--- config.mk ---
export PLATFORM = sky130hd
export DESIGN_NAME = piecewise_linear_table_interp
export DESIGN_NICKNAME = d
export VERILOG_FILES = /design/src/rtl/core/pwl_pkg.sv /design/src/rtl/core/piecewise_linear_table_interp.sv
export SDC_FILE = /design/constraint.sdc
export NUM_CORES = 2
export LEC_CHECK = 0
export BUFFER_PORTS_ARGS = -buffer_cell sky130_fd_sc_hd__buf_2
export CAP_MARGIN = 20
export CORE_MARGIN = 2
export CORE_UTILIZATION = 38
export CTS_BUF_LIST = sky130_fd_sc_hd__clkbuf_16
export DETAILED_ROUTE_END_ITERATION = 10
export GPL_TIMING_DRIVEN = 0
export PLACE_DENSITY = 0.52
export SKIP_CTS_REPAIR_TIMING = 1
export SYNTH_ARGS = -nofsm -noshare
export SYNTH_HDL_FRONTEND = slang
export SYNTH_SLANG_ARGS = --single-unit
--- constraint.sdc ---
create_clock -name clk -period 8.5 [get_ports clk]
set_clock_uncertainty 0.2 [all_clocks]
set_input_delay 1.7 -clock clk [delete_from_list [all_inputs] [get_ports clk]]
set_output_delay 1.7 -clock clk [all_outputs]
set_load 0.05 [all_outputs]
--- src/rtl/core/pwl_pkg.sv ---
package pwl_pkg;

	// Table geometry and value format (signed Q16.16).
	localparam int MAX_POINTS = 16;
	localparam int IDX_W      = $clog2(MAX_POINTS);
	localparam int CNT_W      = $clog2(MAX_POINTS + 1);
	localparam int VALUE_W    = 32;
	localparam int STATUS_W   = 2;

	// The interpolation factor takes one bit of the slope magnitude per cycle.
	localparam int DIV_STEPS  = VALUE_W;
	localparam int STEP_W     = $clog2(DIV_STEPS + 1);

	// Stream word widths: input words on the slave side, result words on the master side.
	localparam int IN_DATA_W  = 72;
	localparam int OUT_DATA_W = 32;

	// Command codes carried in tuser of an input word.
	localparam logic CMD_LOAD = 1'b0;
	localparam logic CMD_EVAL = 1'b1;

	// Status codes carried in tuser of a result word.
	typedef enum logic [STATUS_W-1:0] {
		STATUS_OK    = 2'd0,
		STATUS_EMPTY = 2'd1,
		STATUS_NOSEG = 2'd2
	} status_t;

endpackage

--- src/rtl/core/piecewise_linear_table_interp.sv ---
// Channel   Dir  Payload (lowest bit first)                               Handshake
// s_axis    in   tdata: point_index[3:0], x_value[35:4], fx_value[67:36]  tvalid/tready
//                tuser: cmd[0]
// m_axis    out  tdata: result_value[31:0]; tuser: status[1:0]            tvalid/tready
// cfg       in   cfg_wr_data: point_count[4:0]                            cfg_wr_en
//
// A load word is written to the breakpoint memory as soon as it is taken.
// An evaluate word holds off the input until its result is in the output register. An
// empty table goes straight to its result; else a walk over the table, one memory read
// per cycle, checks slot 0 (clamp below, or one point), the last slot (clamp above), then
// each segment in turn; a matching one runs the bit-serial multiply-divide, else no match.
// The result sits in an output register, so a stalled m_axis only holds back the
// next input word once a second result is ready. Reset spares only the memory and its read registers.
module piecewise_linear_table_interp
	import pwl_pkg::*;
(
	input  logic                  clk,
	input  logic                  arst_n,
	// Configuration: point_count.
	input  logic                  cfg_wr_en,
	input  logic [CNT_W-1:0]      cfg_wr_data,
	// Input words.
	input  logic                  s_axis_tvalid,
	output logic                  s_axis_tready,
	input  logic [IN_DATA_W-1:0]  s_axis_tdata,   // point_index, x_value, fx_value, zero pad
	input  logic [0:0]            s_axis_tuser,   // cmd
	// Result words.
	output logic                  m_axis_tvalid,
	input  logic                  m_axis_tready,
	output logic [OUT_DATA_W-1:0] m_axis_tdata,   // result_value
	output logic [STATUS_W-1:0]   m_axis_tuser    // status
);

	typedef enum logic [2:0] {
		ST_IDLE,
		ST_CHK0,
		ST_CHKL,
		ST_WALK,
		ST_DIV,
		ST_FIN,
		ST_DONE
	} state_t;

	state_t state_q;

	// Breakpoint memory, undefined until written.
	logic signed [VALUE_W-1:0] break_x  [MAX_POINTS];
	logic signed [VALUE_W-1:0] break_fx [MAX_POINTS];
	logic signed [VALUE_W-1:0] rdx_q;
	logic signed [VALUE_W-1:0] rdf_q;
	logic [IDX_W-1:0]          rd_addr;

	logic [CNT_W-1:0]          count_q;
	logic [CNT_W-1:0]          n_q;
	logic [IDX_W-1:0]          idx_q;
	logic signed [VALUE_W-1:0] x_q;
	logic signed [VALUE_W-1:0] prev_x_q;
	logic signed [VALUE_W-1:0] prev_f_q;
	logic [VALUE_W-1:0]        w_q;
	logic [VALUE_W-1:0]        d_q;
	logic [VALUE_W-1:0]        mag_q;
	logic [VALUE_W-1:0]        rem_q;
	logic [VALUE_W-1:0]        quo_q;
	logic                      neg_q;
	logic [STEP_W-1:0]         step_q;
	logic [VALUE_W-1:0]        res_q;
	status_t                   stat_q;
	logic                      m_valid_q;
	logic [VALUE_W-1:0]        m_data_q;
	status_t                   m_stat_q;

	logic                      in_acc;
	logic [IDX_W-1:0]          in_idx;
	logic signed [VALUE_W-1:0] in_x;
	logic signed [VALUE_W-1:0] in_f;
	logic [CNT_W-1:0]          n_clamp;
	logic [CNT_W-1:0]          n_last;
	logic                      seg_hit;
	logic [VALUE_W:0]          seg_w;
	logic [VALUE_W:0]          seg_d;
	logic signed [VALUE_W:0]   seg_df;
	logic [VALUE_W:0]          seg_mag;
	logic [VALUE_W+1:0]        t_sum;
	logic [VALUE_W+1:0]        w1_ext;
	logic [VALUE_W+1:0]        w2_ext;
	logic [VALUE_W+1:0]        t_red;
	logic [1:0]                q_dig;

	// Input word unpacking.
	assign s_axis_tready = (state_q == ST_IDLE);
	assign in_acc        = s_axis_tvalid && s_axis_tready;
	assign in_idx        = s_axis_tdata[IDX_W-1:0];
	assign in_x          = s_axis_tdata[IDX_W+VALUE_W-1:IDX_W];
	assign in_f          = s_axis_tdata[IDX_W+2*VALUE_W-1:IDX_W+VALUE_W];

	assign n_clamp = (count_q > CNT_W'(MAX_POINTS)) ? CNT_W'(MAX_POINTS) : count_q;
	assign n_last  = n_q - CNT_W'(1);

	// Read address follows the walk: slot 0, then the last slot, then slots 1, 2, ...
	always_comb begin
		case (state_q)
			ST_CHK0: rd_addr = n_last[IDX_W-1:0];
			ST_CHKL: rd_addr = IDX_W'(1);
			ST_WALK: rd_addr = idx_q + IDX_W'(1);
			default: rd_addr = '0;
		endcase
	end

	// Memory: written by load words, read with a registered output.
	always_ff @(posedge clk) begin
		if (in_acc && s_axis_tuser[0] == CMD_LOAD) begin
			break_x[in_idx]  <= in_x;
			break_fx[in_idx] <= in_f;
		end
		rdx_q <= break_x[rd_addr];
		rdf_q <= break_fx[rd_addr];
	end

	// Segment test between the previous point and the one just read.
	assign seg_hit = (rdx_q > prev_x_q) && (x_q >= prev_x_q) && (x_q <= rdx_q);
	assign seg_w   = {rdx_q[VALUE_W-1], rdx_q} - {prev_x_q[VALUE_W-1], prev_x_q};
	assign seg_d   = {x_q[VALUE_W-1], x_q} - {prev_x_q[VALUE_W-1], prev_x_q};
	assign seg_df  = {rdf_q[VALUE_W-1], rdf_q} - {prev_f_q[VALUE_W-1], prev_f_q};
	assign seg_mag = seg_df[VALUE_W] ? (VALUE_W+1)'(-seg_df) : seg_df;

	// One multiply-divide step: remainder doubles, takes d if the slope bit is set,
	// then drops zero, one or two widths; the quotient takes that count as its digit.
	assign t_sum  = {1'b0, rem_q, 1'b0} + (mag_q[VALUE_W-1] ? {2'b00, d_q} : '0);
	assign w1_ext = {2'b00, w_q};
	assign w2_ext = {1'b0, w_q, 1'b0};
	always_comb begin
		if (t_sum >= w2_ext) begin
			t_red = t_sum - w2_ext;
			q_dig = 2'd2;
		end else if (t_sum >= w1_ext) begin
			t_red = t_sum - w1_ext;
			q_dig = 2'd1;
		end else begin
			t_red = t_sum;
			q_dig = 2'd0;
		end
	end

	// Control sequence and registered outputs.
	always_ff @(posedge clk or negedge arst_n) begin
		if (!arst_n) begin
			state_q   <= ST_IDLE;
			count_q   <= '0;
			n_q       <= '0;
			idx_q     <= '0;
			x_q       <= '0;
			prev_x_q  <= '0;
			prev_f_q  <= '0;
			w_q       <= '0;
			d_q       <= '0;
			mag_q     <= '0;
			rem_q     <= '0;
			quo_q     <= '0;
			neg_q     <= 1'b0;
			step_q    <= '0;
			res_q     <= '0;
			stat_q    <= STATUS_OK;
			m_valid_q <= 1'b0;
			m_data_q  <= '0;
			m_stat_q  <= STATUS_OK;
		end else begin
			if (cfg_wr_en) begin
				count_q <= cfg_wr_data;
			end
			// The output register fills from the finished state, else empties on a take.
			if (state_q == ST_DONE && (!m_valid_q || m_axis_tready)) begin
				m_valid_q <= 1'b1;
			end else if (m_valid_q && m_axis_tready) begin
				m_valid_q <= 1'b0;
			end
			case (state_q)
				ST_IDLE: begin
					if (in_acc && s_axis_tuser[0] == CMD_EVAL) begin
						x_q <= in_x;
						n_q <= n_clamp;
						if (n_clamp == '0) begin
							res_q   <= '0;
							stat_q  <= STATUS_EMPTY;
							state_q <= ST_DONE;
						end else begin
							state_q <= ST_CHK0;
						end
					end
				end
				ST_CHK0: begin
					// Slot 0 is on the read port: clamp below, or single point.
					prev_x_q <= rdx_q;
					prev_f_q <= rdf_q;
					if (x_q < rdx_q || n_q == CNT_W'(1)) begin
						res_q   <= rdf_q;
						stat_q  <= STATUS_OK;
						state_q <= ST_DONE;
					end else begin
						state_q <= ST_CHKL;
					end
				end
				ST_CHKL: begin
					// Last slot is on the read port: clamp above.
					idx_q <= IDX_W'(1);
					if (x_q > rdx_q) begin
						res_q   <= rdf_q;
						stat_q  <= STATUS_OK;
						state_q <= ST_DONE;
					end else begin
						state_q <= ST_WALK;
					end
				end
				ST_WALK: begin
					if (seg_hit) begin
						w_q     <= seg_w[VALUE_W-1:0];
						d_q     <= seg_d[VALUE_W-1:0];
						mag_q   <= seg_mag[VALUE_W-1:0];
						neg_q   <= seg_df[VALUE_W];
						rem_q   <= '0;
						quo_q   <= '0;
						step_q  <= STEP_W'(DIV_STEPS);
						state_q <= ST_DIV;
					end else if ({1'b0, idx_q} == n_last) begin
						res_q   <= '0;
						stat_q  <= STATUS_NOSEG;
						state_q <= ST_DONE;
					end else begin
						prev_x_q <= rdx_q;
						prev_f_q <= rdf_q;
						idx_q    <= idx_q + IDX_W'(1);
					end
				end
				ST_DIV: begin
					mag_q  <= {mag_q[VALUE_W-2:0], 1'b0};
					rem_q  <= t_red[VALUE_W-1:0];
					quo_q  <= {quo_q[VALUE_W-2:0], 1'b0} + {{(VALUE_W-2){1'b0}}, q_dig};
					step_q <= step_q - STEP_W'(1);
					if (step_q == STEP_W'(1)) begin
						state_q <= ST_FIN;
					end
				end
				ST_FIN: begin
					// The sum stays between the two segment end values.
					res_q   <= neg_q ? (prev_f_q - quo_q) : (prev_f_q + quo_q);
					stat_q  <= STATUS_OK;
					state_q <= ST_DONE;
				end
				ST_DONE: begin
					if (!m_valid_q || m_axis_tready) begin
						m_data_q  <= res_q;
						m_stat_q  <= stat_q;
						state_q   <= ST_IDLE;
					end
				end
				default: begin
					state_q <= ST_IDLE;
				end
			endcase
		end
	end

	assign m_axis_tvalid = m_valid_q;
	assign m_axis_tdata  = m_data_q;
	assign m_axis_tuser  = m_stat_q;

	// The running remainder always stays below the segment width.
	a_rem_bound: assert property (@(posedge clk) disable iff (!arst_n)
		(state_q == ST_DIV) |-> (rem_q < w_q))
		else $error("multiply-divide remainder reached the segment width");

	// Error results always carry a zero value.
	a_err_zero: assert property (@(posedge clk) disable iff (!arst_n)
		(m_axis_tvalid && m_axis_tuser != STATUS_OK) |-> (m_axis_tdata == '0))
		else $error("error result with a nonzero value");

	// An evaluate word holds off the input for at least the next cycle.
	a_eval_busy: assert property (@(posedge clk) disable iff (!arst_n)
		(s_axis_tvalid && s_axis_tready && s_axis_tuser[0] == CMD_EVAL) |=> !s_axis_tready)
		else $error("input taken while an evaluate was in progress");

endmodule
# == Word-level counts from Yosys, hierarchy flattened ==
# Memory sizes are Yosys's and may differ from the RTL's. A register that Yosys moved wholly into a read port is not among the register bits.
# Index checks and enable logic that the tools add are counted.
# word_totals
word_cells,140
output_inout_bits,36
in_bits,83
latchBits,0
memories,2
regBits,349
romBits,0
ram_bits,1024
# op_classes
bitwise_logic,1
n_mul,0
shifts,0
n_mux,52
div,0
n_lt_le_gt_ge,8
reduce_logical,25
n_eq_ne,20
addsub,13
# mem_list
memory,words,word_bits,rd,rd_ports_with_merged_regs,write_ports,line_no,source
break_fx,16,32,1,1,1,piecewise_linear_table_interp.sv:48,logic signed [VALUE_W-1:0] break_fx [MAX_POINTS];
break_x,16,32,1,1,1,piecewise_linear_table_interp.sv:47,logic signed [VALUE_W-1:0] break_x [MAX_POINTS];
# op_table
op,n
2-to-1 mux 32 bit,17
case mux 32 bit (2 select lines),5
case mux 32 bit (5 select lines),1
subtractor 32 bit,5
greater-than comparator 32 bit,2
adder 33 x 32 -> 34 bit,1
greater-or-equal comparator 34 x 32 -> 1 bit,1
greater-or-equal comparator 34 x 33 -> 1 bit,1
subtractor 32 x 32 -> 33 bit,1
adder 32 x 2 -> 32 bit,1
adder 32 bit,1
greater-or-equal comparator 32 bit,1
less-or-equal comparator 32 bit,1
< comparator 32 bit,1
negator 32 bit,1
2-to-1 mux 3 bit,8
case mux 3 bit (7 select lines),1
2-to-1 mux 2 bit,7
"!= test 2 bit, second input constant",7
case mux 4 bit (3 select lines),1
case mux 6 bit (2 select lines),1
case mux 2 bit (5 select lines),1
"== test 3 bit, second input constant",3
2-to-1 mux 4 bit,2
27 further kinds,48

# == Longest topological paths before layout ==
# logic_depth
word_depth,7
mapped_depth,34
ltp_nobuf,30

# == Worst setup path after synthesis ==
# No wires, ideal clock.
# synth_path
kind,register to register
startpoint,register state_q[0]
endpoint,"memory break_fx[0][0], enable pin"
path_buffers,1
setup_ps,565
synth_period_minus_slack_ps,7547
t_required_ps,7735
slack_ps,953
stages_incl_launch_ff,6
arrival_ps,6781
cell_sequence,dfrtp_1 -> clkbuf_1 -> nor3_1 -> nand3b_1 -> or3_1 -> nor3_1
# synth_between
elab_chain_len,5
# synth_lines
element,line_no,source
"start, declared",piecewise_linear_table_interp.sv:44,state_t state_q;
"start signal, assigned",piecewise_linear_table_interp.sv:147,state_q <= ST_IDLE;
"start signal, assigned",piecewise_linear_table_interp.sv:184,state_q <= ST_DONE;
"start signal, assigned",piecewise_linear_table_interp.sv:186,state_q <= ST_CHK0;
logical NOT 3 bit,piecewise_linear_table_interp.sv:90,assign s_axis_tready = (state_q == ST_IDLE);
via s_axis_tready,piecewise_linear_table_interp.sv:24,"output logic s_axis_tready,"
logical AND 1 bit,piecewise_linear_table_interp.sv:91,assign in_acc = s_axis_tvalid && s_axis_tready;
logical AND 1 bit,piecewise_linear_table_interp.sv:111,if (in_acc && s_axis_tuser[0] == CMD_LOAD) begin
2-to-1 mux 1 bit,piecewise_linear_table_interp.sv:111,
2-to-1 mux 1 bit (not written as such),piecewise_linear_table_interp.sv:113,break_fx[in_idx] <= in_f;
"end, declared",piecewise_linear_table_interp.sv:48,
# The timed path passes the listed nets, and every way through them passes these cells.

# == Worst setup path after layout ==
# layout_path
startpoint,register mag_q[31]
endpoint,register quo_q[28]
# layout_between
elab_chain_len,7
elab_cells_between_ends,8
classes_between,2 x add/sub; 2 x order compare; 4 x mux
# layout_lines
element,line_no,source
"start, declared",piecewise_linear_table_interp.sv:61,logic [VALUE_W-1:0] mag_q;
"start signal, assigned",piecewise_linear_table_interp.sv:217,mag_q <= seg_mag[VALUE_W-1:0];
"start signal, assigned",piecewise_linear_table_interp.sv:234,"mag_q <= {mag_q[VALUE_W-2:0], 1'b0};"
2-to-1 mux 32 bit (*),piecewise_linear_table_interp.sv:128,"assign t_sum = {1'b0, rem_q, 1'b0} + (mag_q[VALUE_W-1] ? {2'b00, d_q} : '0);"
adder 33 x 32 -> 34 bit (*),piecewise_linear_table_interp.sv:128,
greater-or-equal comparator 34 x 32 -> 1 bit,piecewise_linear_table_interp.sv:135,end else if (t_sum >= w1_ext) begin
2-to-1 mux 1 bit,piecewise_linear_table_interp.sv:135,
2-to-1 mux 2 bit (*),piecewise_linear_table_interp.sv:132,if (t_sum >= w2_ext) begin
adder 32 x 2 -> 32 bit (*),piecewise_linear_table_interp.sv:236,"quo_q <= {quo_q[VALUE_W-2:0], 1'b0} + {{(VALUE_W-2){1'b0}}, q_dig};"
case mux 32 bit (2 select lines) (*),piecewise_linear_table_interp.sv:176,case (state_q)
"end signal, assigned",piecewise_linear_table_interp.sv:236,
"end, declared",piecewise_linear_table_interp.sv:63,logic [VALUE_W-1:0] quo_q;
# Mark *: on every way between the ends. The rest lies on a longest branch, timed or not.
# A chain may end at the register's enable or synchronous reset.

==> impl_metrics.yaml <==
sta:
  finalHoldWorstSlack_ns: 0.263
  fmax_mhz: 125
  period_share_pct: 94.2
  grt_setup_unrepaired: "false"
  period_needed_ns: 8.01
  slew_headroom_pct: 23.8
  hold_viol: 0
  maxSlewViolCount: 0
  setup_viol: 0
  tightest_slew_ns: 1.14
placement:
  portBuffers: 114
  dpl_cell_area_um2: 74100
  placedCellCount: 7745
  place_congestion: 0.871
  hpwl_um: 146000
finish:
  nFillCells: 16500
  fin_nets: 5892
  final_common_cell: "edfxtp_1"
  seqCellArea_um2: 40800
  design_area_um2: 79000
  multiInputGateArea_um2: 26700
  fin_cells: 8041
  final_core_util_pct: 43.7
  largest_registers: "break_fx: 512 flops, break_x: 512 flops"
  drive_above_1_share_pct: 15.0
  layout_common_cells: "1024 x edfxtp_1, 404 x nand2_1, 348 x dfrtp_1"
  synthToLayoutAreaGrowth_pct: 14.5
synth:
  mappedNetlistArea_um2: 69000
  yosys_most_used_dff: "edfxtp_1"
  synth.net_count: 5534
  ys_warn_count: 0
  syn_inst: 5181
  synth_edf_count: 1024
  synth.avg_cell_area_um2: 13.3
  async_reset_ff_share_pct: 24.3
  synthDistinctLibCells: 86
  ys_ff_latch: 1437
  synth_seq_area_share_pct: 59.0
cts:
  tritoncts: "built"
  root_buffer: "clkbuf_16"
  cts-htree-levels: 4
  cts_buffer_depth: 3
  cts.clk_slew.worst_paths_ns: 0.06
  insertion_delay_ns: 0.81
  cts.sinks: 1437
  cts_made_buffers: 154
pwr:
  power_density_nw_per_um2: 402
  switching_power_w: 0.0134
  p_total_w: 0.0318
  p_int_w: 0.0183
  power_frac_seq_pct: 28.9
  vdd_drop_max_mv: 0.162
  clock_power_share_pct: 20.2
  p_sw_share_pct: 42.3
  p_comb_share_pct: 50.9
  p_leak_nw: 29.7
floorplanning:
  start_util_pct: 38.2
  dieArea_um2: 185000
  core-area_um2: 181000
  pin_count: 119
  die_w_um: 430
  row_count: 156
  die_h_um: 430
critical_path:
  path_delay_family: "simple AND/OR/NAND/NOR gates"
  worst-path-buf-inv: 5
  worstSetupEndpointType: "register"
  cp_data_arrival_time_ns: 8.52
  cp_max_fo: 10
  critPathKind: "reg -> reg"
  critPathMaxStageDelay_ns: 0.70
  start_kind: "register"
  worst_path_max_delay_cell: "or4b_2"
  crit_required_ns: 9.02
route:
  dr.pass1.iters: 5
  route.detailed.drc: 0
  drtIter0Drc: 3609
  drtAntennaViolNets: 0
  wirelength_um: 197000
  vias: 44300
  wl_per_cell_um: 24.5
  avgViaCountPerCell: 5.50
outcome:
  status: "completed"
global_routing:
  grt_pass1_wl_um: 291000
  grt_pass1_vias: 44100
  grt_max_degree: 108
  grt_overflow: 0
  antenna_found_initial: 20
  gr-usage-all-layers_pct: 21.1
min_path:
  min_path_type: "reg -> reg"
flow_run:
  drv_cap: 0
## power groups by stage
| stage | Clock (W) | Sequential (W) | Combinational [W] |
|---|---|---|---|
| floorplan | 0 | 0.00917 | 0.0114 |
| global placement | 0 | 0.00933 | 0.0158 |
| detailed placement | 0 | 0.00932 | 0.0159 |
| CTS | 0.00657 | 0.00919 | 0.0160 |
| global route | 0.00684 | 0.00929 | 0.0178 |
| finish | 0.00641 | 0.00919 | 0.0162 |
## per-stage QoR
step | setup TNS (ns) | setup WS, ns
2_1_floorplan | 0 | 0.953
3_3_place_gp | -2548.14 | -4.85
3_5_place_dp | -20.39 | -1.32
4_1_cts | -21.23 | -1.38
5_1_grt | 0 | 0.101
6_report | 0 | 0.494
## per-layer routing
| layer | wire [um] | vias up | track usage, % |
|---|---|---|---|
| li1 | - | 20500 | - |
| met1 | 86300 | 22300 | 28.7 |
| met2 | 93300 | 1131 | 34.2 |
| met3 | 11100 | 280 | 3.97 |
| met4 | 6230 | 10 | 6.83 |
| met5 | 59 | - | 0 |
## cells in the mapped netlist, types with 117 or more instances
cell / n / area (um^2)
edfxtp_1: 1024 / 30700
a21o_1: 129 / 968
dfrtp_1: 349 / 8730
clkbuf_1: 183 / 687
ha_1: 263 / 3290
nand2_1: 405 / 1520
nor2_1: 201 / 754
o21ai_0: 300 / 1500
a21oi_1: 230 / 1150
xnor2_1: 171 / 1500
inv_1: 215 / 807
mux4_2: 256 / 5770
and2_1: 117 / 732
## final cells by class
class,count,share of cell area (%)
multi-input cells,3288,33.8
well taps,2370,3.75
inverters,218,1.04
diodes,9,0.0285
repair buffers,203,2.61
clock inverters,122,1.09
flip-flops and latches,1437,51.6
plain buffers,237,1.16
clock buffers,157,4.97
## kinds of logic after synthesis
kind of cell	Yosys count	synth area share, %
compound gates	1180	11.1
xor+xnor	259	3.29
fa+ha+maj	270	4.97
buf+inv	456	2.51
flops	1437	59.0
mux	420	10.9
simple gates	1159	8.20
## worst paths after layout
kind / start / endpoint / slack, ns / cells past startpoint
setup / recovery: mag_q[31] / quo_q[28] / 0.49 / 32
hold / removal: d_q[5] / d_q[5] / 0.26 / 2
setup reg to reg: mag_q[31] / quo_q[28] / 0.49 / 32
hold reg to reg: d_q[5] / d_q[5] / 0.26 / 2
max in group asynchronous: arst_n / prev_x_q[26] / 5.58 / 4
min in group asynchronous: arst_n / quo_q[13] / 0.65 / 1
## worst min-delay path, stage by stage (launching register included)
cell and delay (ns):
dfrtp_1 0.34, nand2_1 0.05, nand2_1 0.04
No activity file was read; power rests on OpenSTA's default activity.
